===== src/hdl/tihb_pkg.sv =====
// ----------------------------------------------------------------------------
// TCP/IPv4 header builder package
// Shared widths, protocol constants and the packet job record.
// ----------------------------------------------------------------------------
package tihb_pkg;

    localparam int WORD_W          = 16;
    localparam int LEN_W           = 11;
    // Payload word sum: at most 1024 words of 16 bits.
    localparam int ACC_W           = WORD_W + LEN_W - 1;
    localparam int DEF_MAX_PAYLOAD = 2008;
    localparam logic [7:0] DEF_TTL = 8'hFF;
    localparam int Q_DEPTH         = 2;
    localparam int N_WORDS         = 20;
    localparam int IDX_W           = $clog2(N_WORDS);

    localparam logic [WORD_W-1:0] IP_VER_IHL = 16'h4500;
    localparam logic [7:0]        PROTO_TCP  = 8'd6;
    localparam int                HDR_BYTES  = 20;
    localparam logic [3:0]        TCP_OFFSET = 4'd5;

    typedef enum logic {
        FUNC_START = 1'b0,
        FUNC_DATA  = 1'b1
    } t_func;

    typedef struct packed {
        logic [31:0]       src_addr;
        logic [31:0]       dst_addr;
        logic [15:0]       src_port;
        logic [15:0]       dst_port;
        logic [7:0]        tcp_flags;
        logic [31:0]       seq_num;
        logic [31:0]       ack_num;
        logic [15:0]       window;
        logic [15:0]       ident;
        logic [LEN_W-1:0]  len;
        logic [ACC_W-1:0]  pay_sum;
    } t_job;

endpackage


===== src/hdl/tcp_ipv4_header_builder_top.sv =====
// Jobs pass from the queue through the checksum stages and the emitter to the output register.
// One request per cycle unless o_stall; 20 header words per packet, one per cycle unless i_stall.
// The output port sets the packet rate; a 2-entry job queue lets the front keep summing payload.
// Reset: synchronous, active low; the block comes up idle with the TTL register at 255.
// ----------------------------------------------------------------------------
// TCP/IPv4 header builder
// Builds IPv4 and TCP headers with checksums over a streamed payload.
// ----------------------------------------------------------------------------
module tcp_ipv4_header_builder_top #(
    parameter int MAX_PAYLOAD_BYTES = tihb_pkg::DEF_MAX_PAYLOAD
) (
    input  logic                          i_clk,
    input  logic                          i_rst_n,
    input  logic                          i_cfg_we,
    input  logic [7:0]                    i_cfg_data,
    input  logic                          i_valid,
    output logic                          o_stall,
    input  logic                          i_func,
    input  logic [31:0]                   i_src_addr,
    input  logic [31:0]                   i_dst_addr,
    input  logic [15:0]                   i_src_port,
    input  logic [15:0]                   i_dst_port,
    input  logic [7:0]                    i_tcp_flags,
    input  logic [31:0]                   i_seq_num,
    input  logic [31:0]                   i_ack_num,
    input  logic [15:0]                   i_window,
    input  logic [15:0]                   i_ident,
    input  logic [tihb_pkg::LEN_W-1:0]    i_payload_len,
    input  logic [15:0]                   i_data_word,
    output logic                          o_valid,
    input  logic                          i_stall,
    output logic [tihb_pkg::WORD_W-1:0]   o_header_word,
    output logic                          o_last_of_run
);
    import tihb_pkg::*;

    logic [7:0] r_ttl;
    logic       w_push;
    t_job       w_push_job;
    logic       w_q_full;
    logic       w_q_pop;
    logic       w_q_valid;
    t_job       w_q_job;

    always_ff @(posedge i_clk) begin
        if (!i_rst_n) begin
            r_ttl <= DEF_TTL;
        end else if (i_cfg_we) begin
            r_ttl <= i_cfg_data;
        end
    end

    tihb_front #(
        .MAX_PAYLOAD_BYTES (MAX_PAYLOAD_BYTES)
    ) u_front (
        .i_clk         (i_clk),
        .i_rst_n       (i_rst_n),
        .i_valid       (i_valid),
        .o_stall       (o_stall),
        .i_func        (i_func),
        .i_src_addr    (i_src_addr),
        .i_dst_addr    (i_dst_addr),
        .i_src_port    (i_src_port),
        .i_dst_port    (i_dst_port),
        .i_tcp_flags   (i_tcp_flags),
        .i_seq_num     (i_seq_num),
        .i_ack_num     (i_ack_num),
        .i_window      (i_window),
        .i_ident       (i_ident),
        .i_payload_len (i_payload_len),
        .i_data_word   (i_data_word),
        .i_q_full      (w_q_full),
        .o_push        (w_push),
        .o_push_job    (w_push_job)
    );

    tihb_queue u_queue (
        .i_clk        (i_clk),
        .i_rst_n      (i_rst_n),
        .i_push       (w_push),
        .i_push_job   (w_push_job),
        .o_full       (w_q_full),
        .i_pop        (w_q_pop),
        .o_head_valid (w_q_valid),
        .o_head_job   (w_q_job)
    );

    tihb_back u_back (
        .i_clk         (i_clk),
        .i_rst_n       (i_rst_n),
        .i_q_valid     (w_q_valid),
        .i_q_job       (w_q_job),
        .o_q_pop       (w_q_pop),
        .i_ttl         (r_ttl),
        .o_valid       (o_valid),
        .i_stall       (i_stall),
        .o_header_word (o_header_word),
        .o_last_of_run (o_last_of_run)
    );

endmodule


===== src/hdl/tihb_front.sv =====
// ----------------------------------------------------------------------------
// TCP/IPv4 header builder front end
// Takes start and payload requests, latches header fields, sums payload words
// and hands a finished packet job to the queue.
// ----------------------------------------------------------------------------
module tihb_front #(
    parameter int MAX_PAYLOAD_BYTES = tihb_pkg::DEF_MAX_PAYLOAD
) (
    input  logic                          i_clk,
    input  logic                          i_rst_n,
    input  logic                          i_valid,
    output logic                          o_stall,
    input  logic                          i_func,
    input  logic [31:0]                   i_src_addr,
    input  logic [31:0]                   i_dst_addr,
    input  logic [15:0]                   i_src_port,
    input  logic [15:0]                   i_dst_port,
    input  logic [7:0]                    i_tcp_flags,
    input  logic [31:0]                   i_seq_num,
    input  logic [31:0]                   i_ack_num,
    input  logic [15:0]                   i_window,
    input  logic [15:0]                   i_ident,
    input  logic [tihb_pkg::LEN_W-1:0]    i_payload_len,
    input  logic [15:0]                   i_data_word,
    input  logic                          i_q_full,
    output logic                          o_push,
    output tihb_pkg::t_job                o_push_job
);
    import tihb_pkg::*;

    t_job              r_hdr;
    logic [LEN_W-1:0]  r_rem;
    logic              r_in_packet;

    logic              w_accept;
    logic              w_start;
    logic              w_data;
    logic [LEN_W-1:0]  w_len;
    logic              w_two;
    logic [WORD_W-1:0] w_add;
    logic [ACC_W-1:0]  w_sum_new;
    logic [LEN_W-1:0]  w_rem_new;
    t_job              w_start_job;

    assign o_stall  = i_q_full;
    assign w_accept = i_valid && !o_stall;
    assign w_start  = w_accept && (t_func'(i_func) == FUNC_START);
    assign w_data   = w_accept && (t_func'(i_func) == FUNC_DATA) && r_in_packet;

    assign w_len = (32'(i_payload_len) > 32'(MAX_PAYLOAD_BYTES))
                 ? LEN_W'(MAX_PAYLOAD_BYTES) : i_payload_len;

    // An odd final byte is padded with a zero low byte.
    assign w_two     = (r_rem >= LEN_W'(2));
    assign w_add     = w_two ? i_data_word : {i_data_word[15:8], 8'h00};
    assign w_sum_new = r_hdr.pay_sum + ACC_W'(w_add);
    assign w_rem_new = w_two ? (r_rem - LEN_W'(2)) : '0;

    always_comb begin
        w_start_job.src_addr  = i_src_addr;
        w_start_job.dst_addr  = i_dst_addr;
        w_start_job.src_port  = i_src_port;
        w_start_job.dst_port  = i_dst_port;
        w_start_job.tcp_flags = i_tcp_flags;
        w_start_job.seq_num   = i_seq_num;
        w_start_job.ack_num   = i_ack_num;
        w_start_job.window    = i_window;
        w_start_job.ident     = i_ident;
        w_start_job.len       = w_len;
        w_start_job.pay_sum   = '0;
    end

    always_comb begin
        o_push_job = r_hdr;
        o_push     = 1'b0;
        if (w_start) begin
            o_push_job = w_start_job;
            o_push     = (w_len == '0);
        end else if (w_data) begin
            o_push_job.pay_sum = w_sum_new;
            o_push             = (w_rem_new == '0);
        end
    end

    always_ff @(posedge i_clk) begin
        if (!i_rst_n) begin
            r_in_packet <= 1'b0;
            r_rem       <= '0;
        end else if (w_start) begin
            r_in_packet <= (w_len != '0);
            r_rem       <= w_len;
        end else if (w_data) begin
            r_rem <= w_rem_new;
            if (w_rem_new == '0) begin
                r_in_packet <= 1'b0;
            end
        end
    end

    always_ff @(posedge i_clk) begin
        if (w_start) begin
            r_hdr <= w_start_job;
        end else if (w_data) begin
            r_hdr.pay_sum <= w_sum_new;
        end
    end

endmodule


===== src/hdl/tihb_queue.sv =====
// ----------------------------------------------------------------------------
// TCP/IPv4 header builder job queue
// Small register FIFO of packet jobs between the front end and the emitter.
// ----------------------------------------------------------------------------
module tihb_queue (
    input  logic            i_clk,
    input  logic            i_rst_n,
    input  logic            i_push,
    input  tihb_pkg::t_job  i_push_job,
    output logic            o_full,
    input  logic            i_pop,
    output logic            o_head_valid,
    output tihb_pkg::t_job  o_head_job
);
    import tihb_pkg::*;

    localparam int PTR_W = (Q_DEPTH > 1) ? $clog2(Q_DEPTH) : 1;
    localparam int CNT_W = $clog2(Q_DEPTH + 1);

    t_job              r_mem [Q_DEPTH];
    logic [PTR_W-1:0]  r_wptr;
    logic [PTR_W-1:0]  r_rptr;
    logic [CNT_W-1:0]  r_cnt;

    assign o_full       = (r_cnt == CNT_W'(Q_DEPTH));
    assign o_head_valid = (r_cnt != '0);
    assign o_head_job   = r_mem[r_rptr];

    always_ff @(posedge i_clk) begin
        if (!i_rst_n) begin
            r_wptr <= '0;
            r_rptr <= '0;
            r_cnt  <= '0;
        end else begin
            if (i_push) begin
                r_wptr <= (r_wptr == PTR_W'(Q_DEPTH - 1)) ? '0 : r_wptr + 1'b1;
            end
            if (i_pop) begin
                r_rptr <= (r_rptr == PTR_W'(Q_DEPTH - 1)) ? '0 : r_rptr + 1'b1;
            end
            if (i_push && !i_pop) begin
                r_cnt <= r_cnt + 1'b1;
            end else if (i_pop && !i_push) begin
                r_cnt <= r_cnt - 1'b1;
            end
        end
    end

    always_ff @(posedge i_clk) begin
        if (i_push) begin
            r_mem[r_wptr] <= i_push_job;
        end
    end

`ifndef NO_ASSERTIONS
    a_no_overflow: assert property (@(posedge i_clk) disable iff (!i_rst_n)
        i_push |-> (!o_full || i_pop))
        else $error("job queue written while full");

    a_no_underflow: assert property (@(posedge i_clk) disable iff (!i_rst_n)
        i_pop |-> o_head_valid)
        else $error("job queue read while empty");

    a_count_up: assert property (@(posedge i_clk) disable iff (!i_rst_n)
        (i_push && !i_pop) |=> (r_cnt == $past(r_cnt) + 1'b1))
        else $error("job queue count did not follow a write");
`endif

endmodule


===== src/hdl/tihb_back.sv =====
// ----------------------------------------------------------------------------
// TCP/IPv4 header builder back end
// Three checksum stages fold the header and payload sums, then the emitter
// sends the twenty header words through a registered output.
// ----------------------------------------------------------------------------
module tihb_back (
    input  logic                          i_clk,
    input  logic                          i_rst_n,
    input  logic                          i_q_valid,
    input  tihb_pkg::t_job                i_q_job,
    output logic                          o_q_pop,
    input  logic [7:0]                    i_ttl,
    output logic                          o_valid,
    input  logic                          i_stall,
    output logic [tihb_pkg::WORD_W-1:0]   o_header_word,
    output logic                          o_last_of_run
);
    import tihb_pkg::*;

    localparam int P1_W  = WORD_W + 2;
    localparam int TD_W  = ACC_W + 1;
    localparam int IP_W  = WORD_W + 3;
    localparam int TCP_W = ACC_W + 2;
    localparam int F_W   = WORD_W + 1;

    // Stage 1: partial sums
    logic              r_p1_v;
    t_job              r_p1_job;
    logic [7:0]        r_p1_ttl;
    logic [P1_W-1:0]   r_p1_addr;
    logic [P1_W-1:0]   r_p1_ip;
    logic [P1_W-1:0]   r_p1_tcp_b;
    logic [P1_W-1:0]   r_p1_tcp_c;
    logic [TD_W-1:0]   r_p1_tcp_d;
    // Stage 2: totals
    logic              r_p2_v;
    t_job              r_p2_job;
    logic [7:0]        r_p2_ttl;
    logic [IP_W-1:0]   r_p2_ip;
    logic [TCP_W-1:0]  r_p2_tcp;
    // Stage 3: first fold
    logic              r_p3_v;
    t_job              r_p3_job;
    logic [7:0]        r_p3_ttl;
    logic [F_W-1:0]    r_p3_ip;
    logic [F_W-1:0]    r_p3_tcp;
    // Emitter
    logic              r_busy;
    logic [IDX_W-1:0]  r_idx;
    t_job              r_e_job;
    logic [7:0]        r_e_ttl;
    logic [WORD_W-1:0] r_ip_ck;
    logic [WORD_W-1:0] r_tcp_ck;
    // Output register
    logic              r_o_v;
    logic [WORD_W-1:0] r_o_word;
    logic              r_o_last;

    logic              w_out_rdy;
    logic              w_emit_adv;
    logic              w_emit_last;
    logic              w_emit_rdy;
    logic              w_load_e;
    logic              w_p3_rdy;
    logic              w_p2_rdy;
    logic              w_p1_rdy;
    logic [WORD_W-1:0] w_word;
    logic [WORD_W-1:0] w_tot_len;

    assign w_out_rdy   = !r_o_v || !i_stall;
    assign w_emit_adv  = r_busy && w_out_rdy;
    assign w_emit_last = (r_idx == IDX_W'(N_WORDS - 1));
    assign w_emit_rdy  = !r_busy || (w_emit_adv && w_emit_last);
    assign w_load_e    = r_p3_v && w_emit_rdy;
    assign w_p3_rdy    = !r_p3_v || w_emit_rdy;
    assign w_p2_rdy    = !r_p2_v || w_p3_rdy;
    assign w_p1_rdy    = !r_p1_v || w_p2_rdy;
    assign o_q_pop     = i_q_valid && w_p1_rdy;

    assign w_tot_len = WORD_W'(2 * HDR_BYTES) + WORD_W'(i_q_job.len);

    always_ff @(posedge i_clk) begin
        if (!i_rst_n) begin
            r_p1_v <= 1'b0;
            r_p2_v <= 1'b0;
            r_p3_v <= 1'b0;
        end else begin
            if (w_p1_rdy) r_p1_v <= i_q_valid;
            if (w_p2_rdy) r_p2_v <= r_p1_v;
            if (w_p3_rdy) r_p3_v <= r_p2_v;
        end
    end

    always_ff @(posedge i_clk) begin
        if (w_p1_rdy) begin
            r_p1_job   <= i_q_job;
            r_p1_ttl   <= i_ttl;
            // The address words appear in both the IPv4 and the pseudo-header sums.
            r_p1_addr  <= P1_W'(i_q_job.src_addr[31:16]) + P1_W'(i_q_job.src_addr[15:0])
                        + P1_W'(i_q_job.dst_addr[31:16]) + P1_W'(i_q_job.dst_addr[15:0]);
            r_p1_ip    <= P1_W'(IP_VER_IHL) + P1_W'(w_tot_len) + P1_W'(i_q_job.ident)
                        + P1_W'({i_ttl, PROTO_TCP});
            r_p1_tcp_b <= P1_W'(i_q_job.src_port) + P1_W'(i_q_job.dst_port)
                        + P1_W'(i_q_job.seq_num[31:16]) + P1_W'(i_q_job.seq_num[15:0]);
            r_p1_tcp_c <= P1_W'(i_q_job.ack_num[31:16]) + P1_W'(i_q_job.ack_num[15:0])
                        + P1_W'({TCP_OFFSET, 4'b0000, i_q_job.tcp_flags})
                        + P1_W'(i_q_job.window);
            r_p1_tcp_d <= TD_W'(i_q_job.pay_sum) + TD_W'(PROTO_TCP) + TD_W'(HDR_BYTES)
                        + TD_W'(i_q_job.len);
        end
        if (w_p2_rdy) begin
            r_p2_job <= r_p1_job;
            r_p2_ttl <= r_p1_ttl;
            r_p2_ip  <= IP_W'(r_p1_addr) + IP_W'(r_p1_ip);
            r_p2_tcp <= TCP_W'(r_p1_addr) + TCP_W'(r_p1_tcp_b) + TCP_W'(r_p1_tcp_c)
                      + TCP_W'(r_p1_tcp_d);
        end
        if (w_p3_rdy) begin
            r_p3_job <= r_p2_job;
            r_p3_ttl <= r_p2_ttl;
            r_p3_ip  <= F_W'(r_p2_ip[WORD_W-1:0]) + F_W'(r_p2_ip[IP_W-1:WORD_W]);
            r_p3_tcp <= F_W'(r_p2_tcp[WORD_W-1:0]) + F_W'(r_p2_tcp[TCP_W-1:WORD_W]);
        end
    end

    always_ff @(posedge i_clk) begin
        if (!i_rst_n) begin
            r_busy <= 1'b0;
            r_idx  <= '0;
        end else if (w_load_e) begin
            r_busy <= 1'b1;
            r_idx  <= '0;
        end else if (w_emit_adv) begin
            if (w_emit_last) begin
                r_busy <= 1'b0;
            end else begin
                r_idx <= r_idx + 1'b1;
            end
        end
    end

    // The second fold cannot carry again, so one end-around add finishes it.
    always_ff @(posedge i_clk) begin
        if (w_load_e) begin
            r_e_job  <= r_p3_job;
            r_e_ttl  <= r_p3_ttl;
            r_ip_ck  <= ~(r_p3_ip[WORD_W-1:0] + WORD_W'(r_p3_ip[WORD_W]));
            r_tcp_ck <= ~(r_p3_tcp[WORD_W-1:0] + WORD_W'(r_p3_tcp[WORD_W]));
        end
    end

    always_comb begin
        unique case (r_idx)
            5'd0:    w_word = IP_VER_IHL;
            5'd1:    w_word = WORD_W'(2 * HDR_BYTES) + WORD_W'(r_e_job.len);
            5'd2:    w_word = r_e_job.ident;
            5'd3:    w_word = '0;
            5'd4:    w_word = {r_e_ttl, PROTO_TCP};
            5'd5:    w_word = r_ip_ck;
            5'd6:    w_word = r_e_job.src_addr[31:16];
            5'd7:    w_word = r_e_job.src_addr[15:0];
            5'd8:    w_word = r_e_job.dst_addr[31:16];
            5'd9:    w_word = r_e_job.dst_addr[15:0];
            5'd10:   w_word = r_e_job.src_port;
            5'd11:   w_word = r_e_job.dst_port;
            5'd12:   w_word = r_e_job.seq_num[31:16];
            5'd13:   w_word = r_e_job.seq_num[15:0];
            5'd14:   w_word = r_e_job.ack_num[31:16];
            5'd15:   w_word = r_e_job.ack_num[15:0];
            5'd16:   w_word = {TCP_OFFSET, 4'b0000, r_e_job.tcp_flags};
            5'd17:   w_word = r_e_job.window;
            5'd18:   w_word = r_tcp_ck;
            default: w_word = '0;
        endcase
    end

    always_ff @(posedge i_clk) begin
        if (!i_rst_n) begin
            r_o_v <= 1'b0;
        end else if (w_out_rdy) begin
            r_o_v <= w_emit_adv;
        end
    end

    always_ff @(posedge i_clk) begin
        if (w_out_rdy) begin
            r_o_word <= w_word;
            r_o_last <= w_emit_last;
        end
    end

    assign o_valid       = r_o_v;
    assign o_header_word = r_o_word;
    assign o_last_of_run = r_o_last;

endmodule

===== config.mk =====
export PLATFORM = sky130hd
export DESIGN_NAME = tcp_ipv4_header_builder_top
export DESIGN_NICKNAME = d
export VERILOG_FILES = /design/src/hdl/tihb_pkg.sv /design/src/hdl/tcp_ipv4_header_builder_top.sv /design/src/hdl/tihb_front.sv /design/src/hdl/tihb_queue.sv /design/src/hdl/tihb_back.sv
export SDC_FILE = /design/constraint.sdc
export NUM_CORES = 2
export LEC_CHECK = 0
export ABC_CLOCK_PERIOD_IN_PS = 29700
export BUFFER_PORTS_ARGS = -buffer_cell sky130_fd_sc_hd__buf_2
export CAP_MARGIN = 10
export CORE_UTILIZATION = 40
export CTS_CLUSTER_DIAMETER = 40
export DETAILED_ROUTE_END_ITERATION = 12
export SLEW_MARGIN = 10
export SYNTH_ARGS = -nofsm -noshare
export SYNTH_HDL_FRONTEND = slang
export SYNTH_HIERARCHICAL = 1
export SYNTH_SLANG_ARGS = --single-unit

===== constraint.sdc =====
create_clock -name i_clk -period 29.7 [get_ports i_clk]
set_input_delay 2.97 -clock i_clk [delete_from_list [all_inputs] [get_ports i_clk]]
set_output_delay 2.97 -clock i_clk [all_outputs]
set_load 0.005 [all_outputs]

==> results.md <==
- Routed length per instance: 23.34 um
- Initial DRT Pass Iterations: 6
- Number of global-route vias before repair: 38550
- Most frequent cell after synthesis: sky130_fd_sc_hd__edfxtp_1
- Placeable core region: 0.1813 mm^2
- Required time reported for the critical path endpoint: 30.13 ns
- Die span in x: 430.0 um
- CTS tree: yes
- Grt ovf: 0
- Maximum clock path buffer count: 3
- Startpoint of the most critical setup path: i_valid
- Number of synthesized flops with an enable pin: 1579
- Final weighted congestion in routability-driven placement: 0.9466
- Register-to-register path setup slack: 23.97 ns
- Cell area after placement: 0.07727 mm^2
- Shortest clock period the worst path allows after layout: 6.650 ns
- Worst Reg-to-Reg Cells: 14
- Pin count of the biggest net entering global routing: 164
- Post-layout instance area: 0.08472 mm^2
- Core Rows: 156
- Die Ht: 430.0 um
- Number of port buffers: 259
- Half-perimeter wire length of the detailed placement result: 132200 um
- Setup total negative slack: 0 ns
- Outcome: finished clean
- Number of instances on the worst hold path: 0
- Clk_lat worst skew: 0.84 ns
- Peak per-stage delay on the critical path: 0.80 ns
- Number of gates resized after cts: 0
- Wire length reported by the detailed router: 180400 um
- Tot GR Track Use: 19.40%
- Root Buffer Master: sky130_fd_sc_hd__clkbuf_16
- Worst-path maximum fanout: 61
- Critical Setup Path Class: in2reg
- Total count of hold-check failures in the final report: 0
- Top Ports: 260
- Postcts setup bufs: 0
- Area enclosed by the die boundary: 0.1849 mm^2
- Antenna viol nets, final: 0
- Buffer and inverter count on the worst path: 4
- Portion of synthesized cell area occupied by the leading cell type: 64.72%
- CP Launch Type: input pin
- Power density over the cells: 113.2 mW/mm^2
- Synthesized netlist net count: 5340
- Post-synthesis cell type count: 86
- Path class of the lowest-slack min-delay path: reg2reg
- Number of nets at the end of the flow: 5747
- Number of flip-flops and latches in the synthesized netlist: 1851
- Final number of setup-violating endpoints: 0
- Mean instance size in the synthesized netlist: 15.40 um^2
- Termination of the worst setup path: u_queue/r_mem[1][79]
- CP max-delay cell: sky130_fd_sc_hd__buf_4
- Portion of the clock cycle consumed by the worst path in the final layout: 22.39%
- Number of buffers created by CTS: 216
- Sequential element share of the synthesized area: 72.15%
- Total number of clock tree sinks: 1851
- Standby leakage power: 32.39 nW
- Post-route DRC violation count: 0
- Synth Cell Area: 0.07327 mm^2
- Top achievable clock speed: 150.4 MHz
- Max Transition Viols Final: 0
- Number of antenna violations at the first check in global routing: 9
- DRC marker count from the first detailed-route iteration: 3460
- Slew Limit Headroom: 23.82%
- Clock skew: 0.03339 ns
- Initial Utilization: 40.40%
- Actual slew at the worst max-slew pin: 1.143 ns
- Number of hold buffers added after cts: 0
- Peak supply drop: 0.08488 mV
- Max H-tree Level: 4
- Count of max-cap constraint violations: 0
- Top delay family on crit path: buffers and inverters
- Clk pin slew, worst setup/hold paths: 0.06 ns
- Syn Inst Count: 4758
- Cell chain of the critical path: buf_2, and3b_1, and2_1, nand3_1, nand2_1, and2_4, buf_4, buf_4, buf_4
- Warnings from Yosys: 6
- Arrival time worst endpoint: 7.08 ns
- Worst reg2reg endpoint: u_back/r_p1_tcp_b[16]
- Via Count: 39580
- Crit-path most repeated cell: sky130_fd_sc_hd__buf_4
- First-pass GRT wire length: 259600 um
- Kind of end point of the critical path: flop
- Total stage count of the critical path: 9
- Area added between synthesis and finish: 15.63%
- Post-synth ARST share: 0%
- Average via count per standard cell: 5.121
- Biggest area contributors in the synthesized netlist: sky130_fd_sc_hd__edfxtp_1 (65%), sky130_fd_sc_hd__dfxtp_1 (7.4%), sky130_fd_sc_hd__nand2_1 (3.9%)
- Most used flip-flop cell after synthesis: sky130_fd_sc_hd__edfxtp_1
- Most used standard cells in the synthesized netlist: sky130_fd_sc_hd__edfxtp_1 (1579), sky130_fd_sc_hd__nand2_1 (760), sky130_fd_sc_hd__dfxtp_1 (272)
- Fraction of layout instances using a drive strength above 1: 17.68%
- Cell type contributing the most total cell area after synthesis: sky130_fd_sc_hd__edfxtp_1
- Unrepaired setup endpoints after global routing: no
worst min path at each step:
| stage | start | to |
|---|---|---|
| global route | u_back/r_p1_job[100] | u_back/r_p2_job[100] |
| floorplan | u_back/r_p3_job[100] | u_back/r_e_job[100] |
| CTS | u_back/r_p3_job[143] | u_back/r_e_job[143] |
| finish | u_back/r_p1_job[115] | u_back/r_p2_job[115] |
| global placement | u_back/r_p1_job[140] | u_back/r_p2_job[140] |
| detailed placement | u_back/r_p3_job[143] | u_back/r_e_job[143] |
placed cells by master (no fill, tap or decap), drive strengths merged, types with 27 or more instances in the layout:
cell type / instances
edfxtp: 1579
nand2: 760
buf: 303
inv: 287
dfxtp: 272
clkbuf: 256
mux2: 237
ha: 221
a21oi: 141
nor2: 137
xnor2: 136
fa: 120
o21ai: 95
nand3: 76
clkinv: 71
xor2: 68
a21o: 49
a22oi: 49
nor3: 39
and3: 33
nand4: 33
nor2b: 29
a221oi: 28
nand2b: 27
and2: 27
kinds of logic (layout without fill, tap and decap cells):
logic type,count (synthesis),in the layout,share of synthesized area (%)
buffers and inverters,354,952,2.200
AND/OR/NAND/NOR,1220,1220,7.284
adder cells (fa/ha/maj),341,341,7.053
AO/OA/AOI/OAI,530,530,4.946
other,0,2,0
multiplexers,258,258,3.930
flip-flops,1851,1851,72.15
XOR/XNOR,204,204,2.439
flip-flops by register name, summed over array words and instances, names as in the netlist, 17 cells and up, named ones only:
signal	flops
u_back/r_e_job	211
u_back/r_p1_addr	18
u_back/r_p1_ip	18
u_back/r_p1_job	211
u_back/r_p1_tcp_b	18
u_back/r_p1_tcp_c	18
u_back/r_p1_tcp_d	27
u_back/r_p2_ip	19
u_back/r_p2_job	211
u_back/r_p2_tcp	28
u_back/r_p3_ip	17
u_back/r_p3_job	211
u_back/r_p3_tcp	17
u_front/r_hdr	237
u_queue/r_mem	474
worst register-to-register path: cells and delay by family (launching register included):
family | cells | cell delay, ns
compound gates | 5 | 1.03
xor+xnor | 1 | 0.13
fa+ha+maj | 3 | 1.30
buf+inv | 3 | 1.89
flops | 1 | 0.57
mux | 1 | 0.44
simple gates | 1 | 0.12
stage by stage:
step                      std cells  setup WS, ns  hold WS, ns  power [mW]  util (%)
after global routing           7727         22.69       0.4139       10.12     46.72
after CTS                      7726         23.07       0.4081       9.641     46.72
after detailed placement       7317         22.19       0.4045       6.923     42.61
after floorplan                4758         14.05       0.4003       5.950         -
after global placement         7317         22.21       0.4013       6.872     42.61
final                          7728         23.05       0.4046       9.586     46.72
per-layer routing:
metal	up-vias	global-route usage (%)	share of wire, %
met1	19810	27.33	44
met2	1247	30.78	47
met4	2	5.234	2.4
met5	-	0	0.0061
met3	252	3.620	6.4
li1	18260	-	-
cell type report:
type | count | area, um^2
Fill cell | 15670 | 96610
Multi-Input combinational cell | 2553 | 18850
Inverter | 240 | 908.4
Tap cell | 2370 | 2965
Clock inverter | 153 | 1743
Antenna cell | 2 | 5.005
Clock buffer | 256 | 5698
Timing Repair Buffer | 303 | 1677
Sequential cell | 1851 | 52860
power by group:
part           switching [mW]  internal (mW)
registers               0.258           3.59
clock network            1.10           1.58
logic                    1.85           1.20
(Power assumes the default switching activity.)
